File: src/rtl/pid_controller_antiwindup_assert.svh
// Assertion macros for the PID controller block.
// Depends on clk and rst_n being visible in the scope that expands them.
`ifndef PID_CONTROLLER_ANTIWINDUP_ASSERT_SVH
`define PID_CONTROLLER_ANTIWINDUP_ASSERT_SVH

// Same-cycle implication, disabled while reset is held.
`define PIDAW_ASSERT_IMP(label, ante, cons, msg) \
  label: assert property (@(posedge clk) disable iff (!rst_n) (ante) |-> (cons)) \
    else $error(msg);

// Next-cycle implication, disabled while reset is held.
`define PIDAW_ASSERT_NXT(label, ante, cons, msg) \
  label: assert property (@(posedge clk) disable iff (!rst_n) (ante) |=> (cons)) \
    else $error(msg);

`endif

File: src/rtl/pidaw_pkg.sv
// Shared types, constants and the microcode table of the PID controller.
// No dependencies; used by pidaw_div and pid_controller_antiwindup.
package pidaw_pkg;

  localparam int DATA_W  = 32;
  localparam int E_W     = 17;   // error, signed
  localparam int DE_W    = 18;   // error change, signed
  localparam int EDIV_W  = 14;   // error / 10, signed
  localparam int DIV_W   = 48;   // divider dividend and quotient width
  localparam int SUM_W   = 64;
  localparam int PC_W    = 5;

  // x / 10 == (x * RECIP10) >> RECIP10_SH for any 16-bit unsigned x
  localparam logic [DATA_W-1:0] RECIP10    = 32'd52429;
  localparam int                RECIP10_SH = 19;

  typedef struct packed {
    logic               opcode;
    logic signed [15:0] measured;
    logic        [31:0] timestamp;
  } in_t;

  typedef struct packed {
    logic signed [31:0] drive;
    logic signed [31:0] integral_sum;
  } out_t;

  typedef enum logic [2:0] {
    REG_SETPOINT    = 3'd0,
    REG_GAIN_P      = 3'd1,
    REG_GAIN_I      = 3'd2,
    REG_GAIN_D      = 3'd3,
    REG_WINDUP_LOW  = 3'd4,
    REG_WINDUP_HIGH = 3'd5,
    REG_DRIVE_LIMIT = 3'd6,
    REG_BOOST_MODE  = 3'd7
  } cfg_idx_t;

  localparam logic OP_STEP  = 1'b0;
  localparam logic OP_CLEAR = 1'b1;

  // Multiplier operand selects
  typedef enum logic [2:0] {
    A_E, A_EMAG, A_DE, A_ACC, A_DLO, A_DHI
  } a_sel_t;

  typedef enum logic [2:0] {
    B_GP, B_GI, B_GD, B_TR, B_TEN
  } b_sel_t;

  // Product accumulator operations
  typedef enum logic [1:0] {
    SUM_HOLD, SUM_LOAD, SUM_ADD, SUM_ADD_HI
  } sum_op_t;

  // Datapath register actions
  typedef enum logic [3:0] {
    ACT_NONE, ACT_ERR, ACT_DE, ACT_EDIV, ACT_DIV_START, ACT_ACC_ADD,
    ACT_ACC_CLAMP, ACT_DERIV, ACT_SAT, ACT_COMMIT, ACT_OUT, ACT_CLEAR
  } act_t;

  // Sequencer branch kinds
  typedef enum logic [2:0] {
    JMP_NEXT, JMP_WAIT_IN, JMP_IF_CLEAR, JMP_WAIT_DIV, JMP_WAIT_OUT, JMP_ALWAYS
  } jmp_t;

  typedef struct packed {
    a_sel_t            a_sel;
    b_sel_t            b_sel;
    logic              mul_en;
    sum_op_t           sum_op;
    act_t              act;
    jmp_t              jmp;
    logic [PC_W-1:0]   target;
  } ctl_t;

  // Program addresses
  localparam logic [PC_W-1:0] PC_IDLE     = 5'd0;
  localparam logic [PC_W-1:0] PC_ERR      = 5'd1;
  localparam logic [PC_W-1:0] PC_DE       = 5'd2;
  localparam logic [PC_W-1:0] PC_EDIV     = 5'd3;
  localparam logic [PC_W-1:0] PC_DIV      = 5'd4;
  localparam logic [PC_W-1:0] PC_ACC_ADD  = 5'd5;
  localparam logic [PC_W-1:0] PC_ACC_CLMP = 5'd6;
  localparam logic [PC_W-1:0] PC_MUL_P    = 5'd7;
  localparam logic [PC_W-1:0] PC_MUL_I    = 5'd8;
  localparam logic [PC_W-1:0] PC_ADD_I    = 5'd9;
  localparam logic [PC_W-1:0] PC_DERIV    = 5'd10;
  localparam logic [PC_W-1:0] PC_MUL_DLO  = 5'd11;
  localparam logic [PC_W-1:0] PC_MUL_DHI  = 5'd12;
  localparam logic [PC_W-1:0] PC_ADD_DHI  = 5'd13;
  localparam logic [PC_W-1:0] PC_SAT      = 5'd14;
  localparam logic [PC_W-1:0] PC_COMMIT   = 5'd15;
  localparam logic [PC_W-1:0] PC_OUT      = 5'd16;
  localparam logic [PC_W-1:0] PC_CLEAR    = 5'd17;

  localparam ctl_t CTL_NOP = '{a_sel: A_E, b_sel: B_GP, mul_en: 1'b0, sum_op: SUM_HOLD,
                               act: ACT_NONE, jmp: JMP_NEXT, target: PC_IDLE};

  // Microcode ROM: one control word per program step
  function automatic ctl_t ucode(input logic [PC_W-1:0] pc);
    ctl_t c;
    c = CTL_NOP;
    unique case (pc)
      PC_IDLE:     c.jmp = JMP_WAIT_IN;
      PC_ERR: begin
        c.act    = ACT_ERR;
        c.jmp    = JMP_IF_CLEAR;
        c.target = PC_CLEAR;
      end
      PC_DE: begin
        c.act    = ACT_DE;
        c.a_sel  = A_EMAG;
        c.b_sel  = B_TEN;
        c.mul_en = 1'b1;
      end
      PC_EDIV: begin
        c.act    = ACT_EDIV;
        c.a_sel  = A_DE;
        c.b_sel  = B_TR;
        c.mul_en = 1'b1;
      end
      PC_DIV:      c.act = ACT_DIV_START;
      PC_ACC_ADD:  c.act = ACT_ACC_ADD;
      PC_ACC_CLMP: c.act = ACT_ACC_CLAMP;
      PC_MUL_P: begin
        c.a_sel  = A_E;
        c.b_sel  = B_GP;
        c.mul_en = 1'b1;
      end
      PC_MUL_I: begin
        c.a_sel  = A_ACC;
        c.b_sel  = B_GI;
        c.mul_en = 1'b1;
        c.sum_op = SUM_LOAD;
      end
      PC_ADD_I:    c.sum_op = SUM_ADD;
      PC_DERIV: begin
        c.act = ACT_DERIV;
        c.jmp = JMP_WAIT_DIV;
      end
      PC_MUL_DLO: begin
        c.a_sel  = A_DLO;
        c.b_sel  = B_GD;
        c.mul_en = 1'b1;
      end
      PC_MUL_DHI: begin
        c.a_sel  = A_DHI;
        c.b_sel  = B_GD;
        c.mul_en = 1'b1;
        c.sum_op = SUM_ADD;
      end
      PC_ADD_DHI:  c.sum_op = SUM_ADD_HI;
      PC_SAT:      c.act = ACT_SAT;
      PC_COMMIT:   c.act = ACT_COMMIT;
      PC_OUT: begin
        c.act    = ACT_OUT;
        c.jmp    = JMP_WAIT_OUT;
        c.target = PC_IDLE;
      end
      PC_CLEAR: begin
        c.act    = ACT_CLEAR;
        c.jmp    = JMP_ALWAYS;
        c.target = PC_OUT;
      end
      default: begin
        c.jmp    = JMP_ALWAYS;
        c.target = PC_IDLE;
      end
    endcase
    return c;
  endfunction

endpackage

File: src/rtl/pidaw_div.sv
// Restoring unsigned divider, one quotient bit per cycle.
// Depends on pidaw_pkg for widths.
module pidaw_div import pidaw_pkg::*; (
  input  logic              clk,
  input  logic              rst_n,
  input  logic              start,
  input  logic [DIV_W-1:0]  dividend,
  input  logic [DATA_W-1:0] divisor,
  output logic              busy,
  output logic [DIV_W-1:0]  quotient
);

  localparam int CNT_W = $clog2(DIV_W + 1);

  logic [DATA_W-1:0] rem_r, rem_nxt;
  logic [DIV_W-1:0]  quo_r, quo_nxt;
  logic [DATA_W-1:0] dvs_r, dvs_nxt;
  logic [CNT_W-1:0]  cnt_r, cnt_nxt;
  logic              busy_r, busy_nxt;
  logic [DATA_W:0]   shifted;
  logic [DATA_W+1:0] trial;
  logic              borrow;

  // Trial subtract of the divisor from the shifted partial remainder
  always_comb begin
    shifted = {rem_r, quo_r[DIV_W-1]};
    trial   = {1'b0, shifted} - {2'b00, dvs_r};
    borrow  = trial[DATA_W+1];
  end

  // Load on start, else retire one quotient bit per cycle
  always_comb begin
    rem_nxt  = rem_r;
    quo_nxt  = quo_r;
    dvs_nxt  = dvs_r;
    cnt_nxt  = cnt_r;
    busy_nxt = busy_r;
    priority if (start) begin
      rem_nxt  = '0;
      quo_nxt  = dividend;
      dvs_nxt  = divisor;
      cnt_nxt  = CNT_W'(DIV_W);
      busy_nxt = 1'b1;
    end else if (busy_r) begin
      rem_nxt  = borrow ? shifted[DATA_W-1:0] : trial[DATA_W-1:0];
      quo_nxt  = {quo_r[DIV_W-2:0], ~borrow};
      cnt_nxt  = cnt_r - CNT_W'(1);
      busy_nxt = (cnt_r != CNT_W'(1));
    end else begin
      // Hold while idle
      busy_nxt = 1'b0;
    end
  end

  always_ff @(posedge clk) begin
    if (!rst_n) begin
      busy_r <= 1'b0;
      cnt_r  <= '0;
    end else begin
      busy_r <= busy_nxt;
      cnt_r  <= cnt_nxt;
    end
  end

  // Hold operands and partial results
  always_ff @(posedge clk) begin
    rem_r <= rem_nxt;
    quo_r <= quo_nxt;
    dvs_r <= dvs_nxt;
  end

  assign busy     = busy_r;
  assign quotient = quo_r;

endmodule

File: config.mk
export PLATFORM = sky130hd
export DESIGN_NAME = pidaw_div
export DESIGN_NICKNAME = d
export VERILOG_FILES = /design/src/rtl/pid_controller_antiwindup_assert.svh /design/src/rtl/pidaw_pkg.sv /design/src/rtl/pidaw_div.sv
export SDC_FILE = /design/constraint.sdc
export NUM_CORES = 1
export LEC_CHECK = 0
export ABC_AREA = 0
export BUFFER_PORTS_ARGS = -buffer_cell sky130_fd_sc_hd__buf_2
export CORE_ASPECT_RATIO = 0.8
export CORE_MARGIN = 10
export CORE_UTILIZATION = 48
export CTS_CLUSTER_SIZE = 8
export DETAILED_ROUTE_END_ITERATION = 8
export PLACE_DENSITY_LB_ADDON = 0.05
export SKIP_CTS_REPAIR_TIMING = 1
export SLEW_MARGIN = 20
export SYNTH_ARGS = -nofsm -noshare
export SYNTH_HDL_FRONTEND = slang
export SYNTH_SLANG_ARGS = --single-unit
File: constraint.sdc
create_clock -name clk -period 2.6 [get_ports clk]
set_input_delay 0.13 -clock clk [delete_from_list [all_inputs] [get_ports clk]]
set_output_delay 0.13 -clock clk [all_outputs]
set_load 0.005 [all_outputs]
# After elaboration in Yosys (flattened, before gate mapping)
# Index checks and enable logic that the tools add are counted.
[totals]
romBits = 0
elab_cells = 20
latch_bits = 0
mem_bits_rw = 0
mem_count = 0
inputBits = 83
regBits = 119
output_inout_bits = 49
[op_classes]
addsub = 2
reduce_logical = 2
shift = 0
eq_ne = 1
multipliers = 0
bitwise_logic = 2
div = 0
order_cmp = 0
n_mux = 7
[ops]
columns = ["operator", "count"]
rows = [
  ["$mux 48", 2],
  ["$sub 33x32->34", 1],
  ["$mux 32", 1],
  ["$mux 6", 2],
  ["$ne 6x1->1 const B", 1],
  ["$sub 6x1->6 const B", 1],
  ["$mux 1", 2],
  ["$not 1->1", 2],
  ["$reduce_bool 2->1", 1],
  ["$reduce_or 2->1", 1],
]

# Longest topological paths before layout
[logic_depth]
ltp_word = 4
depth_mapped = 12
ltp_nobuf = 12

# Worst setup path after synthesis
# OpenSTA, ideal clock, no wires.
[synth_path]
path_kind = "reg-to-reg"
startpoint = "register dvs_r[24]"
endpoint = "register quo_r[0] (netlist: quotient[0]), data pin"
n_path_buf = 1
setup_time_ns = 0.260
period_less_slack_ns = 2.810
slack_ns = -0.210
required_ns = 2.340
t_arrival_ns = 2.550
path_stages_with_launch = 12
cell_sequence = "edfxtp_1 inv_1 ha_1 and3_1 and2_4 a221o_1 a221o_1 a31oi_4 a21bo_4 buf_8 nand2_4 mux2_2"
[synth_via]
elab_chain_len = 4
[synth_rtl]
columns = ["element", "line", "text"]
rows = [
  ["start, declared", "pidaw_div.sv:17", "logic [DATA_W-1:0] dvs_r, dvs_nxt;"],
  ["start signal, assigned", "pidaw_div.sv:69", "dvs_r <= dvs_nxt;"],
  ["$sub 33x32->34", "pidaw_div.sv:27", "trial = {1'b0, shifted} - {2'b00, dvs_r};"],
  ["$not 1->1", "pidaw_div.sv:46", "quo_nxt = {quo_r[DIV_W-2:0], ~borrow};"],
  ["$mux 48", "pidaw_div.sv:44", "end else if (busy_r) begin"],
  ["$mux 48", "pidaw_div.sv:38", "priority if (start) begin"],
  ["net quo_nxt[0]", "pidaw_div.sv:16", "logic [DIV_W-1:0] quo_r, quo_nxt;"],
  ["end signal, assigned", "pidaw_div.sv:68", "quo_r <= quo_nxt;"],
  ["end, declared", "pidaw_div.sv:16", ""],
]
# The timed path passes the listed nets, and every way through them passes these cells. The select of a mux whose other input is x is not followed.
# A chain may end at the register's enable or synchronous reset.

# Final worst setup path
[layout_path]
startpoint = "register dvs_r[20]"
endpoint = "register rem_r[23]"
[layout_via]
elab_chain_len = 2
[layout_rtl]
columns = ["element", "line", "text"]
rows = [
  ["$sub 33x32->34", "pidaw_div.sv:27", ""],
  ["$mux 32", "pidaw_div.sv:45", "rem_nxt = borrow ? shifted[DATA_W-1:0] : trial[DATA_W-1:0];"],
  ["end signal, assigned", "pidaw_div.sv:67", "rem_r <= rem_nxt;"],
  ["end, declared", "pidaw_div.sv:15", "logic [DATA_W-1:0] rem_r, rem_nxt;"],
]
# Every way passes these cells.

==> results.md <==
* Worst Hold Path EP: quotient[18]$_DFFE_PP_
* Slew @ Worst Pin at approximately 640 ps
* Distinct cells, synth at between 60 and 70
* Cell-internal power at around 4700 uW
* Post-route ant nets at 0
* Later-pin clock latency in the skew report at 420 ps
* Syn nets at about 740
* # IOs at approximately 130
* Cell Rows at 38
* Logic pwr share at between 20% and 30%
* Reg2reg end: rem_r[23]$_SDFFE_PP0P_
* Leak pwr at 0.00407 uW
* Commonest non-fill, non-tap cell in the layout: buf_2
* WL final at around 18 mm
* Area Growth Syn to Fin at 42.3%
* Reg2reg start: dvs_r[20]$_DFFE_PP_
* Max-slew headroom at 57.3%
* Detailed Routing Iterations Pass 1 at 4
* Pin count of the biggest net entering global routing at ~110
* DR WL/cell at 16.7 um
* Reg2Reg Depth at 13
* Worst Path Buf+Inv at 4
* Synth async-reset ratio at 0%
* Initial core utilization at ~49%
* Final core occ at between 60% and 70%
* CTS tree: built
* Req. time, crit path at between 2000 and 3000 ps
* Largest area contributor in the netlist: edfxtp_1
* YS warnings at 0
* Clock Skews at ~6.9 ps
* Fmax at about 350 MHz
* Critical hold path startpoint: dividend[18]
* Most frequent cells in the layout: buf_2 (130), buf_4 (99), edfxtp_1 (80)
* Mapped cell area at approximately 6700 um2
* Worst-path cell chain: inv_2 > ha_4 > a21o_1 > o21bai_4 > a221o_1 > a221o_1 > a31oi_4 > buf_6 > a21bo_4 > buf_4 > buf_6 > nand3_2 > a311oi_2
* Max H-tree Level at 4
* DP HPWL at between 10 and 15 mm
* Initial antenna violation count at 0
* Proportion of netlist area held by the largest area contributor at roughly 36%
* Total grt overflow at 0
* VDD IR-drop max at 0.554 mV
* Drt via density at roughly 5.4
* Top delay family on crit path: compound AO/OA/AOI/OAI gates
* Status: finished, violations left
* Violated checks: negative setup slack
* CTS Sinks at about 120
* Via count at roughly 5800
* Total Power at 6430 uW
* Crit path DAT at 3220 ps
* Max_cap viols at 0
* Post-Place Worst Slack at -366 ps
* Post-synth EDFFs at 80
* Period minus WS final at between 2000 and 3000 ps
* Tcrit/Tclk final at 111%
* Final std cells w/o fill at roughly 1100
* First-pass GRT wire length at ~28 mm
* Cells after Synth at between 600 and 700
* Placed Cells incl. Taps at between 1000 and 1500
* Die footprint at approximately 19000 um2
* Clk network pwr share at around two fifths
* Root buffer cell: clkbuf_16
* Max Buffers Root-to-Sink at 2
* Pwr dens at a little under 700 nW/um2
* GP Congestion at just under 0.9
* Sw Share at between 20% and 30%
* WHS Path Cells at 2
* Max-slew violations at 0
* Reg2reg setup slack at -300 ps
* Crit path capture type: flip-flop
* CP max stage delay at approximately 390 ps
* CP max FO at 6
* Worst hold path type: in -> reg
* Critical Path Start Type: flip-flop
* Avg Cell Area, Syn at approximately 11 um2
* Clk slew on worst S/H paths at around 60 ps
* Tot GR Track Use at between 10% and 20%
* Final net count at 1006
* Top cells by area, synth: edfxtp_1 (36%), dfxtp_1 (12%), mux2_2 (8.1%), ha_1 (6.4%), nor2_1 (3.0%)
* Core ar. at 13600 um2
* DRC at 0
* Hold Violations, Final at 0
* Finish-stage setup viols at 33
* Num CTS Buffers at 17
* Fin worst setup slack at -295 ps
* Vias in the first global route at ~5700
* Layout cell share with drive strength beyond 1 at 40.4%
* Initial DRC Count at 440
* RSZ-0062 raised after global routing: true
* Die H at between 100 and 150 um
* Slowest stage cell, crit path: a221o_1
* Flops & latches, synth at about 120
* Most used DFF post-synth: edfxtp_1
* Sequential area share after synthesis at 47.8%
* Power share of the sequential group at 36.2%
* Switching power at about 1800 uW
* Diode count at 0
* Die width at between 150 and 200 um
* Worst Setup Path Type: reg -> reg
* Port Buffers at about 130
## synthesized netlist by cell type, types with 6 or more instances
| master | instances |
|---|---|
| a21boi_0 | 6 |
| nor3_1 | 6 |
| a21o_1 | 7 |
| clkbuf_1 | 20 |
| a21oi_1 | 31 |
| buf_2 | 6 |
| xnor2_1 | 18 |
| dfxtp_1 | 39 |
| o211ai_1 | 10 |
| nor2_1 | 54 |
| and3_1 | 10 |
| xor2_1 | 7 |
| nand3_1 | 32 |
| o21a_1 | 8 |
| inv_1 | 45 |
| mux2_2 | 48 |
| nand2_1 | 25 |
| o21ai_0 | 33 |
| ha_1 | 34 |
| nor4_1 | 7 |
| edfxtp_1 | 80 |
| a311oi_1 | 23 |
## kinds of logic after synthesis
group	count (synthesis)	synth area share (%)
DFF	119	47.8
xor gates and xnor gates	25	3.29
muxes	49	8.26
AOI/OAI and AO/OA	165	18.0
buffers and inverters	77	4.85
and+or+nand+nor	156	11.2
adders and majority gates	35	6.69
## per-stage QoR
stage	hold slack, ps	instance area, um2	TNS (ps)
global placement	306	8230	-7280
floorplan	229	6740	-148
finish	13.3	9480	-8200
detailed placement	308	8230	-9160
CTS	-135	8870	-9590
global route	0.404	9480	-11650
## worst max-delay path by stage
stage          cells past startpoint              startpoint  slack, ps                endpoint
2_1_floorplan                     11     dvs_r[22]$_DFFE_PP_       -130   quotient[0]$_DFFE_PP_
3_3_place_gp                      12     dvs_r[22]$_DFFE_PP_       -310  rem_r[22]$_SDFFE_PP0P_
3_5_place_dp                      12     dvs_r[20]$_DFFE_PP_       -370   rem_r[4]$_SDFFE_PP0P_
4_1_cts                           12     dvs_r[23]$_DFFE_PP_       -380   rem_r[4]$_SDFFE_PP0P_
5_1_grt                           13  quotient[47]$_DFFE_PP_       -410  rem_r[24]$_SDFFE_PP0P_
6_report                          13     dvs_r[20]$_DFFE_PP_       -300  rem_r[23]$_SDFFE_PP0P_
## flip-flops by register name, indices dropped and copies added (netlist names)
name,cells
busy,1
cnt_r,6
quotient,48
dvs_r,32
rem_r,32
## layer usage
metal	routed length, um	track usage [%]
met4	167	5.21
met5	0	0
met1	8200	24.2
met2	8710	29.1
met3	1010	4.97
## power groups by stage
stage / logic (uW) / registers [uW] / clock network [uW]
2_1_floorplan: 844 / 2360 / 0
3_3_place_gp: 1390 / 2360 / 0
3_5_place_dp: 1420 / 2360 / 0
4_1_cts: 1430 / 2330 / 2590
5_1_grt: 1710 / 2350 / 2680
6_report: 1560 / 2330 / 2550
## final cells by class
| type | count | area, um2 |
|---|---|---|
| inverters | 46 | 173 |
| clock inverters | 13 | 196 |
| repair buffers | 273 | 1860 |
| multi-input cells | 431 | 3390 |
| flip-flops and latches | 119 | 3180 |
| fillers | 1051 | 4120 |
| clock buffers | 19 | 453 |
| well taps | 180 | 225 |
Power figures use the tool's default switching activity.
